--- config.mk ---
export PLATFORM = sky130hd
export DESIGN_NAME = srt_cell
export DESIGN_NICKNAME = d
export VERILOG_FILES = /design/src/design/srt_pkg.sv /design/src/design/srt_cell.sv
export SDC_FILE = /design/constraint.sdc
export NUM_CORES = 1
export LEC_CHECK = 0
export BUFFER_PORTS_ARGS = -buffer_cell sky130_fd_sc_hd__clkbuf_2
export CORE_ASPECT_RATIO = 0.5
export CORE_MARGIN = 4
export CORE_UTILIZATION = 40
export CTS_CLUSTER_DIAMETER = 60
export DETAILED_ROUTE_END_ITERATION = 10
export PLACE_DENSITY = 0.7
export SLEW_MARGIN = 15
export SYNTH_ARGS = -nofsm -noshare
export SYNTH_HDL_FRONTEND = slang
export SYNTH_SLANG_ARGS = --single-unit
--- constraint.sdc ---
create_clock -name clk -period 2.97 [get_ports clk]
set_clock_uncertainty 0.15 [all_clocks]
set_input_delay 0.594 -clock clk [delete_from_list [all_inputs] [get_ports clk]]
set_output_delay 0.594 -clock clk [all_outputs]
set_load 0.02 [all_outputs]
--- src/design/srt_pkg.sv ---
// Package: shared constants and types for the sorted rank table.
package srt_pkg;

	localparam int CAPACITY = 64;
	localparam int KEY_W    = 32;
	localparam int RANK_W   = 6;
	localparam int POS_W    = $clog2(CAPACITY + 1);

	localparam logic REQ_INSERT = 1'b0;
	localparam logic REQ_QUERY  = 1'b1;

	typedef logic signed [KEY_W-1:0] key_t;

	typedef struct packed {
		logic cmp;
		logic upd;
	} srt_ctl_t;

endpackage

--- src/design/srt_cell.sv ---
// One table slot: holds a key, compares it with the request key, shifts on insert.
module srt_cell (
	input  logic             clk,
	input  logic             arst_n,
	input  srt_pkg::srt_ctl_t ctl,
	input  srt_pkg::key_t    key,
	input  srt_pkg::key_t    left_key,
	input  logic             left_valid,
	input  logic             left_gt,
	output srt_pkg::key_t    cell_key,
	output logic             cell_valid,
	output logic             cell_gt,
	output logic             cell_eq
);
	import srt_pkg::*;

	key_t key_q;
	logic valid_q;
	logic gt_q;
	logic eq_q;

	always_ff @(posedge clk or negedge arst_n) begin
		if (!arst_n) begin
			valid_q <= 1'b0;
		end else if (ctl.upd && !gt_q) begin
			valid_q <= left_valid;
		end
	end

	always_ff @(posedge clk) begin
		if (ctl.upd && !gt_q) begin
			key_q <= left_gt ? key : left_key;
		end
		if (ctl.cmp) begin
			gt_q <= valid_q && (key_q > key);
			eq_q <= valid_q && (key_q == key);
		end
	end

	assign cell_key   = key_q;
	assign cell_valid = valid_q;
	assign cell_gt    = gt_q;
	assign cell_eq    = eq_q;

endmodule

-- Yosys cells after proc, flatten, opt, wreduce, memory -nomap -nowiden
Cells that the tools add are included.
- output and inout bits: 35
- bits in registers: 35
- word-level logic and storage cells: 11
- reduce and logical (&&, ||, !) cells: 4
- equal/unequal tests: 1
- muxes and demuxes: 1
- magnitude comparators: 1
- operator list (cell ; number):
    32-bit equality test ; 1
    32-bit greater-than comparator ; 1
    32-bit two-way mux ; 1
    1-bit logical AND ; 3
    1-bit logical NOT ; 1

-- Logic depth before layout (Yosys ltp)
- depth in word-level cells: 2
- gate-level depth with buffers: 8
- gate-level depth less buffers: 8

-- Least setup slack after synthesis
No wires, ideal clock.
- path type: input to register
- start point: in ctl[0] in the netlist's numbering
- end point: reg key_q[0], in the netlist cell_key[0], enable pin
- library setup time: 0.427 ns
- data required time: 2.393 ns
- path buffers: 0
- stages: 1
- slack: 0.298 ns
- arrival time: 2.095 ns
- cells stage by stage: nor2b_1
- longest elaborated chain between the ends: 1
- RTL lines (item ; line ; RTL):
    from (decl) ; srt_cell.sv:5 ; input srt_pkg::srt_ctl_t ctl,
    1-bit logical AND ; srt_cell.sv:31 ; if (ctl.upd && !gt_q) begin
    to (signal assigned) ; srt_cell.sv:32 ; key_q <= left_gt ? key : left_key;
    to (decl) ; srt_cell.sv:17 ; key_t key_q;
No other way between the ends.
A chain may end at the register's enable or synchronous reset.

-- Final worst setup path
- start point: in key[19]
- end point: reg gt_q, in the netlist cell_gt, data pin
- longest elaborated chain between the ends: 2
- RTL lines (item ; line ; RTL):
    from (decl) ; srt_cell.sv:6 ; input srt_pkg::key_t key,
    32-bit greater-than comparator ; srt_cell.sv:35 ; gt_q <= valid_q && (key_q > key);
    1-bit logical AND ; srt_cell.sv:35 ;
    to (signal assigned) ; srt_cell.sv:35 ;
    to (decl) ; srt_cell.sv:19 ; logic gt_q;
No other way between the ends.

==> impl_metrics.json <==
{
  "post-route-min-period_ns": 2.346,
  "drive_gt1_frac": 0.4551,
  "vias": 1805,
  "io_pins": 105,
  "area_growth_pct": 34.38,
  "synth_cells": 191,
  "ys_ff_latch": 35,
  "grt_overflow_total": 0,
  "layout.nets": 402,
  "fp-row-count": 19,
  "root_buffer": "clkbuf_16",
  "grt_pass1_vias": 1898,
  "core_sq_mm": 0.005492,
  "hold_viol": 0,
  "die_h_microns": 61.33,
  "gp_congestion": 0.7261,
  "period_share": 0.7898,
  "crit_arrival_ns": 2.22,
  "initial_core_util": 0.4142,
  "dp_hpwl_mm": 4.317,
  "antenna_found_initial": 0,
  "syn_area_sq_mm": 0.002275,
  "maxSlewHeadroom": 0.4412,
  "p_leak_nw": 1.535,
  "worst_slack_ns": 0.6244,
  "crit_type": "in2reg",
  "slew_viol_final": 0,
  "grt_pass1_wl_mm": 8.197,
  "io_buffers": 104,
  "async_reset_ff_frac": 0.02857,
  "fin_tns_setup_ns": 0,
  "drtAntennaViolNets": 0,
  "cts.path.max_buffers": 2,
  "synth_area_per_cell_sq_um": 11.91,
  "synthTopCellsByArea": "edfxtp_1 (45%), ha_1 (18%), mux2_2 (10%)",
  "grt_max_degree": 33,
  "die_width_microns": 114.6,
  "fmax_mhz": 426.3,
  "dr.pass1.iters": 4,
  "yosysMostFrequentCell": "edfxtp_1",
  "clock_latency_ns": 0.28,
  "wl_per_cell_microns": 13.84,
  "clk_pin_slew_ns": 0.05,
  "drc_errors": 0,
  "cts_buffers": 5,
  "synth_fp_nets": 293,
  "yosysWarnings": 0,
  "path_max_fanout": 2,
  "routed_wl_mm": 5.178,
  "yosys.area.top_type_share": 0.4488,
  "synth_common_cells": "edfxtp_1 (34), inv_1 (33), ha_1 (32), mux2_2 (21), mux2_1 (11)",
  "grt_setup_unrepaired": "no",
  "place_area_sq_mm": 0.002899,
  "reg2reg_depth": 7,
  "n_antenna_cell": 0,
  "fillers": 484,
  "yosysSeqAreaShare": 0.4598,
  "synth_ff_type": "edfxtp_1",
  "via_per_inst": 4.826,
  "fin_area_sq_mm": 0.003057,
  "yosysUniqueCellTypes": 28,
  "tightest_slew_ns": 0.8382,
  "maxCapViolations": 0,
  "cts_max_level": 2,
  "outcome": "complete, no violations",
  "required_ns": 2.85,
  "cts.sinks": 35,
  "pre_cts_ws_ns": 0.3502,
  "synth_edf_count": 34,
  "tritoncts": "done",
  "p_per_area_mw_per_mm2": 478.8,
  "drt-initial-drc-count": 44,
  "min_path_type": "in2reg",
  "critPathCaptureType": "register",
  "synth_area_leader_cell": "edfxtp_1",
  "die_area_sq_mm": 0.007031,
  "setup_viol": 0,
  "start_kind": "input pin",
  "track_usage": 0.1489,
  "ir_drop_mv": 0.3122,
  "post_cts_buffers": 0,
  "hold_path_depth": 3
}
==> layout make-up <==
cell class	instances	area, sq um	area share
multi-input combinational	119	1097	0.3590
inverter	33	123.9	0.04052
clock inverter	1	5.005	0.001637
clock buffer	7	142.6	0.04666
sequential	35	1046	0.3422
tap	73	91.34	0.02988
timing repair buffer	106	550.5	0.1801
==> registers in the layout, summed over array words and instances, names as in the netlist <==
register and count:
cell_valid 1, cell_gt 1, cell_key 32, cell_eq 1
==> routing by layer <==
| metal | GRT usage | up-vias | wire length [microns] |
|---|---|---|---|
| met1 | 0.1599 | 840 | 2009 |
| met4 | 0.04061 | 0 | 69 |
| met3 | 0.03435 | 7 | 238 |
| met2 | 0.3019 | 39 | 2860 |
| met5 | 0 | - | 0 |
| li1 | - | 919 | - |
==> path summary, 6_finish.rpt <==
| check | startpoint | to | slack, ns |
|---|---|---|---|
| min in group asynchronous | arst_n | cell_valid | 0.47 |
| max | key[19] | cell_gt | 0.62 |
| min reg2reg | cell_valid | cell_valid | 0.47 |
| max in group asynchronous | arst_n | cell_valid | 2.11 |
| min | left_valid | cell_valid | 0.38 |
| max reg2reg | cell_key[19] | cell_gt | 0.65 |
==> cell usage in the layout, fill, tap and decap left out, types with 5 or more instances in the layout <==
cell,instances
nand3_1,6
nand2_1,8
clkbuf_16,5
edfxtp_1,34
clkbuf_2,104
ha_1,32
a21oi_1,10
mux2_1,11
mux2_2,21
inv_1,33
==> kinds of logic after synthesis <==
| kind of cell | share of synthesized area |
|---|---|
| DFF | 0.4598 |
| and+or+nand+nor | 0.06876 |
| muxes | 0.1628 |
| buffers and inverters | 0.06105 |
| adders and majority gates | 0.1760 |
| AOI/OAI and AO/OA | 0.07151 |
==> what timing repair did <==
item,4_1_cts,5_1_grt
endpoints found under the hold margin,1,0
hold buffers,1,0
resized for setup,0,0
==> report_power, final <==
| part | internal, mW | switching [mW] |
|---|---|---|
| registers | 0.594 | 0.0233 |
| logic | 0.145 | 0.172 |
| clock network | 0.333 | 0.198 |
| total | 1.07 | 0.393 |
==> stage by stage <==
stage	hold WS, ns	util	std cells	total power [mW]
floorplan	0.1484	-	191	0.8158
global placement	0.2204	0.5279	365	0.9342
detailed placement	0.2198	0.5279	365	0.9475
CTS	0.3774	0.5566	374	1.483
global route	0.3905	0.5566	374	1.540
finish	0.3787	0.5566	374	1.464
==> critical path: stages <==
cell and delay (ns):
clkbuf_2 0.09, inv_1 0.04, ha_1 0.32, a21oi_2 0.13, o21ai_1 0.09, a221o_1 0.36
a2111oi_2 0.35, nand2_1 0.12, mux2i_1 0.13
Note: power is estimated with default switching activity, not from simulation.
