<file path="src/design/srt_pkg.sv">
// Package: shared constants and types for the sorted rank table.
package srt_pkg;

	localparam int CAPACITY = 64;
	localparam int KEY_W    = 32;
	localparam int RANK_W   = 6;
	localparam int POS_W    = $clog2(CAPACITY + 1);

	localparam logic REQ_INSERT = 1'b0;
	localparam logic REQ_QUERY  = 1'b1;

	typedef logic signed [KEY_W-1:0] key_t;

	typedef struct packed {
		logic cmp;
		logic upd;
	} srt_ctl_t;

endpackage

</file>
<file path="src/design/srt_encode.sv">
// Position encoder: turns the row of greater-than flags into an insert position.
module srt_encode (
	input  logic [srt_pkg::CAPACITY-1:0] gt,
	output logic [srt_pkg::POS_W-1:0]    pos
);
	import srt_pkg::*;

	logic [CAPACITY:0] boundary;

	always_comb begin
		boundary[0] = !gt[0];
		for (int i = 1; i < CAPACITY; i++) begin
			boundary[i] = gt[i-1] && !gt[i];
		end
		boundary[CAPACITY] = gt[CAPACITY-1];
	end

	always_comb begin
		pos = '0;
		for (int i = 0; i <= CAPACITY; i++) begin
			if (boundary[i]) begin
				pos = pos | POS_W'(i);
			end
		end
	end

endmodule

</file>
<file path="config.mk">
export PLATFORM = sky130hd
export DESIGN_NAME = srt_encode
export DESIGN_NICKNAME = d
export VERILOG_FILES = /design/src/design/srt_pkg.sv /design/src/design/srt_encode.sv
export SDC_FILE = /design/constraint.sdc
export NUM_CORES = 1
export LEC_CHECK = 0
export BUFFER_PORTS_ARGS = -buffer_cell sky130_fd_sc_hd__buf_2
export CAP_MARGIN = 15
export CORE_MARGIN = 3
export CORE_UTILIZATION = 39
export DETAILED_ROUTE_END_ITERATION = 8
export PLACE_DENSITY_LB_ADDON = 0.15
export SYNTH_ARGS = -nofsm -noshare
export SYNTH_HDL_FRONTEND = slang
export SYNTH_SLANG_ARGS = --single-unit
</file>
<file path="constraint.sdc">
create_clock -name vclk -period 1.3
set_input_delay 0.195 -clock vclk [all_inputs]
set_output_delay 0.195 -clock vclk [all_outputs]
set_load 0.02 [all_outputs]
</file>
# Word level (Yosys, flattened, before mapping)
# Cells that the tools add are included.
[word_totals]
latch_bits = 0
ramBits = 0
register_bits = 0
n_memories = 0
romBits = 0
[classes]
mul = 0
reduce_logical = 126
bitwise = 0
n_div = 0
n_addsub = 0
shift = 0
order_cmp = 0
n_mux = 64
n_eq_ne = 0
[ops]
columns = ["op", "count"]
rows = [
  ["6-bit 2-to-1 mux", 32],
  ["5-bit 2-to-1 mux", 16],
  ["1-bit logical AND", 63],
  ["1-bit zero test", 63],
  ["4-bit 2-to-1 mux", 8],
  ["3-bit 2-to-1 mux", 4],
  ["7-bit 2-to-1 mux", 1],
  ["2-bit 2-to-1 mux", 2],
  ["1-bit 2-to-1 mux", 1],
]

# Depth between registers and ports, before layout
[depth]
word_depth = 66
ltp_mapped = 4

# Least setup slack after synthesis
# No wires, ideal clock.
[synth_timing]
path_kind = "input port to output port"
from = "input port gt[48] in the netlist's numbering"
to = "output port pos[0] in the netlist's numbering"
setup_slack_ns = 0.097
path_buffers = 0
cell_stages = 4
arrival_time_ns = 1.008
cell_sequence = "or2b_1 o2111ai_2 nor4_2 nand4_1"
[synth_between]
elab_chain_len = 17
[synth_rtl]
columns = ["element", "line_no", "rtl"]
rows = [
  ["from (decl)", "srt_encode.sv:3", "input logic [srt_pkg::CAPACITY-1:0] gt,"],
  ["1-bit logical AND", "srt_encode.sv:13", "boundary[i] = gt[i-1] && !gt[i];"],
  ["6-bit 2-to-1 mux (15 in series)", "srt_encode.sv:21", "if (boundary[i]) begin"],
  ["7-bit 2-to-1 mux", "srt_encode.sv:21", ""],
  ["to (decl)", "srt_encode.sv:4", "output logic [srt_pkg::POS_W-1:0] pos"],
]
# No other way between the ends.

# Final worst setup path
[layout_timing]
from = "input port gt[56] in the netlist's numbering"
to = "output port pos[4] in the netlist's numbering"
[layout_between]
elab_chain_len = 11
word_cells_on_any_way = 12
classes_between = "mux (9); reduce/logical (3)"
[layout_rtl]
columns = ["element", "line_no"]
rows = [
  ["1-bit zero test", "srt_encode.sv:13"],
  ["1-bit logical AND", "srt_encode.sv:13"],
  ["6-bit 2-to-1 mux", "srt_encode.sv:21"],
  ["6-bit 2-to-1 mux * (7 in series)", "srt_encode.sv:21"],
  ["7-bit 2-to-1 mux *", "srt_encode.sv:21"],
]
# Every way passes the cells marked *; elsewhere a longest branch is shown, timed or not.

==> key figures <==
Final layout
  • Ant. Diodes: 0
  • Clock buffer count in the final layout: 0
  • Share of layout cells above drive strength 1: 0.563
  • Final-stage net count: 274
  • Post-layout utilization of the core: 0.839
  • Area growth from synthesis to layout: 97.4%
  • Number of filler instances in the final layout: 110
  • Area of all sequential standard cells: 0 um2
  • Sequential cell count: 0

Timing
  • Max Transition Viols Final: 0
  • Minimum period implied by the final worst setup slack: 1.53 ns
  • Peak Freq: roughly 660 MHz
  • Slew @ Worst Pin: 0.340 ns
  • Post-Route Hold Slack: about 0.62 ns
  • Final critical-path share of the clock period: 1.17
  • Number of hold violations in the final report: 0
  • Min setup slack post-route: -0.225 ns
  • Total setup violations reported at the end of the flow: 5
  • Setup repair after global routing missed its margin: true
  • Total Neg Setup Slack: -0.662 ns
  • Worst max-slew margin expressed relative to the limit: 0.771

Route
  • Residual antenna-violating net count after detailed routing: 0
  • Via-per-instance ratio: 5.73
  • Total via count after detailed routing: between 1000 and 1500
  • Routed wire length: between 3000 and 4000 um
  • Wirelength per Cell: 15.6 um
  • First-pass iteration count of the detailed router: 4
  • First DRT Iteration DRCs: between 50 and 60
  • DRC violation count after routing: 0

Floorplanning
  • Vertical die dimension: about 50 um
  • Core outline area: about 0.0018 mm2
  • Initial Util: 0.425
  • Number of ports placed on the die boundary: 71
  • Floorplan die width: around 50 um
  • Die Footprint: 0.00251 mm2
  • Number of core rows: 15

Yosys
  • Post-Synthesis Mean Instance Area: 6.32 um2
  • Fraction of synthesized cell area taken by the top area cell type: 0.239
  • Synthesized netlist net count: 184
  • Post-synthesis sequential area ratio: 0
  • Cell Area, Synth: 758 um2
  • Synthesized netlist cell count: 120
  • Top cells by area, synth: sky130_fd_sc_hd__nand2b_1 (24%), sky130_fd_sc_hd__o2111ai_1 (14%), sky130_fd_sc_hd__inv_1 (9.9%), sky130_fd_sc_hd__or2b_1 (6.9%), sky130_fd_sc_hd__nand4_1 (6.6%)
  • Most area-hungry cell type in the Yosys netlist: sky130_fd_sc_hd__nand2b_1
  • Library cells used by synthesis: 18
  • Yosys Warn Count: 0

Worst setup path
  • Slowest stage cell on the critical path: sky130_fd_sc_hd__nor4_2
  • Most frequent cell on the critical path: sky130_fd_sc_hd__buf_6
  • Endpoint class of the critical path: output port
  • Crit Path Category: input pin to output port
  • Cell Chain, Critical Path: buf_6 > or2b_1 > o2111ai_2 > nor4_2 > nand3_1 > buf_6
  • Count of buffer and inverter cells on the critical path: 2
  • Delay contributed by the slowest stage of the critical path: 0.36 ns
  • Setup crit start kind: input pin
  • Data arrival time of the worst path: between 1 and 1.5 ns
  • Maximum net fanout on the critical path: 2
  • Critical Path RT: roughly 1.1 ns
  • Kind of cell adding the most delay to the critical path: simple AND/OR/NAND/NOR gates

Place
  • Routability congestion estimate from global placement: approximately 0.93
  • Half-perimeter wire length of the detailed placement result: 2810 um
  • Count of input and output buffers: 71

Global route
  • Total gr overflow: 0
  • Gr usage total: 0.275
  • Antenna violations before repair: 0
  • Wire length of the first global-routing pass: 5510 um
  • Vias in the first global route: approximately 1300
  • Pin count of the biggest net entering global routing: 4

Run status
  • Failing checks: negative setup slack
  • Status: complete, but fails checks

Hold path
  • Hold WC Path Type: input pin to output port

Run
  • MaxCap Viol Count: 0

Power and ir drop
  • Total power density per cell area: 304 mW/mm2
  • Leakage: 0.761 nW
  • Maximum ir drop on the vdd rail: around 0.21 mV

Clock tree
  • Post-CTS Hold Buffers: 0
cells in the final DEF (no fill, tap or decap), drive strengths merged:
cell type,count
or2b,7
o2bb2ai,1
buf,89
o2111ai,15
nand4,8
nor2,4
o221ai,1
nand2,1
inv,20
a21boi,1
nor4,5
nor3,7
nand3,7
o21ai,8
nand2b,34
synth_stat cells:
cell,instances
sky130_fd_sc_hd__o2111ai_1,12
sky130_fd_sc_hd__buf_4,1
sky130_fd_sc_hd__nor4_2,2
sky130_fd_sc_hd__nand4_1,8
sky130_fd_sc_hd__nand2b_1,29
sky130_fd_sc_hd__o2111ai_2,3
sky130_fd_sc_hd__nand3_1,7
sky130_fd_sc_hd__o2bb2ai_1,1
sky130_fd_sc_hd__nor3_1,7
sky130_fd_sc_hd__nor4_1,3
sky130_fd_sc_hd__nand2b_2,5
sky130_fd_sc_hd__nand2_1,1
sky130_fd_sc_hd__inv_1,20
sky130_fd_sc_hd__nor2_1,4
sky130_fd_sc_hd__or2b_1,7
sky130_fd_sc_hd__a21boi_0,1
sky130_fd_sc_hd__o21ai_0,8
sky130_fd_sc_hd__o221ai_1,1
cells by family (layout without fill, tap and decap cells):
family,after synthesis,in the layout,synth area share
simple gates,73,73,0.607
compound gates,26,26,0.284
buf+inv,21,109,0.109
repair_timing:
action,in CTS,in global routing
resized for setup,26,18
endpoints found under the hold margin,0,0
setup buffers,1,0
setup endpoints to repair,6,6
pin swaps,9,9
stage by stage:
step	area (um2)	total power, W	setup WS [ns]	cells
after floorplan	758	0.000164	0.0974	120
after CTS	1440	0.000417	-0.135	233
after global placement	1260	0.000347	-0.127	232
final	1500	0.000455	-0.225	233
after global routing	1500	0.000488	-0.237	233
after detailed placement	1260	0.000356	-0.163	232
cell type report:
| class | instances | area (um2) | share of cell area |
|---|---|---|---|
| well taps | 25 | 31.3 | 0.0209 |
| repair buffers | 89 | 564 | 0.377 |
| multi-input cells | 99 | 826 | 0.552 |
| inverters | 20 | 75.1 | 0.0502 |
per-layer routing:
metal | share of wire | GRT usage | vias to the layer above
met5 | 0 | 0 | -
met4 | 0.039 | 0.0876 | 0
met3 | 0.091 | 0.0242 | 15
met2 | 0.52 | 0.520 | 86
met1 | 0.35 | 0.315 | 607
li1 | - | - | 626
report_power, final:
group / leakage (nW) / internal [W] / switching [W] / total, W
clock network: 0 / 0 / 0 / 0
logic: 0.761 / 0.000239 / 0.000216 / 0.000455
registers: 0 / 0 / 0 / 0
total: 0.761 / 0.000239 / 0.000216 / 0.000455
worst paths after layout:
kind / endpoint / depth (start not counted) / startpoint / slack, ns
setup / recovery: pos[4] / 6 / gt[56] / -0.23
hold / removal: pos[6] / 2 / gt[63] / 0.62
(Power assumes the default switching activity.)
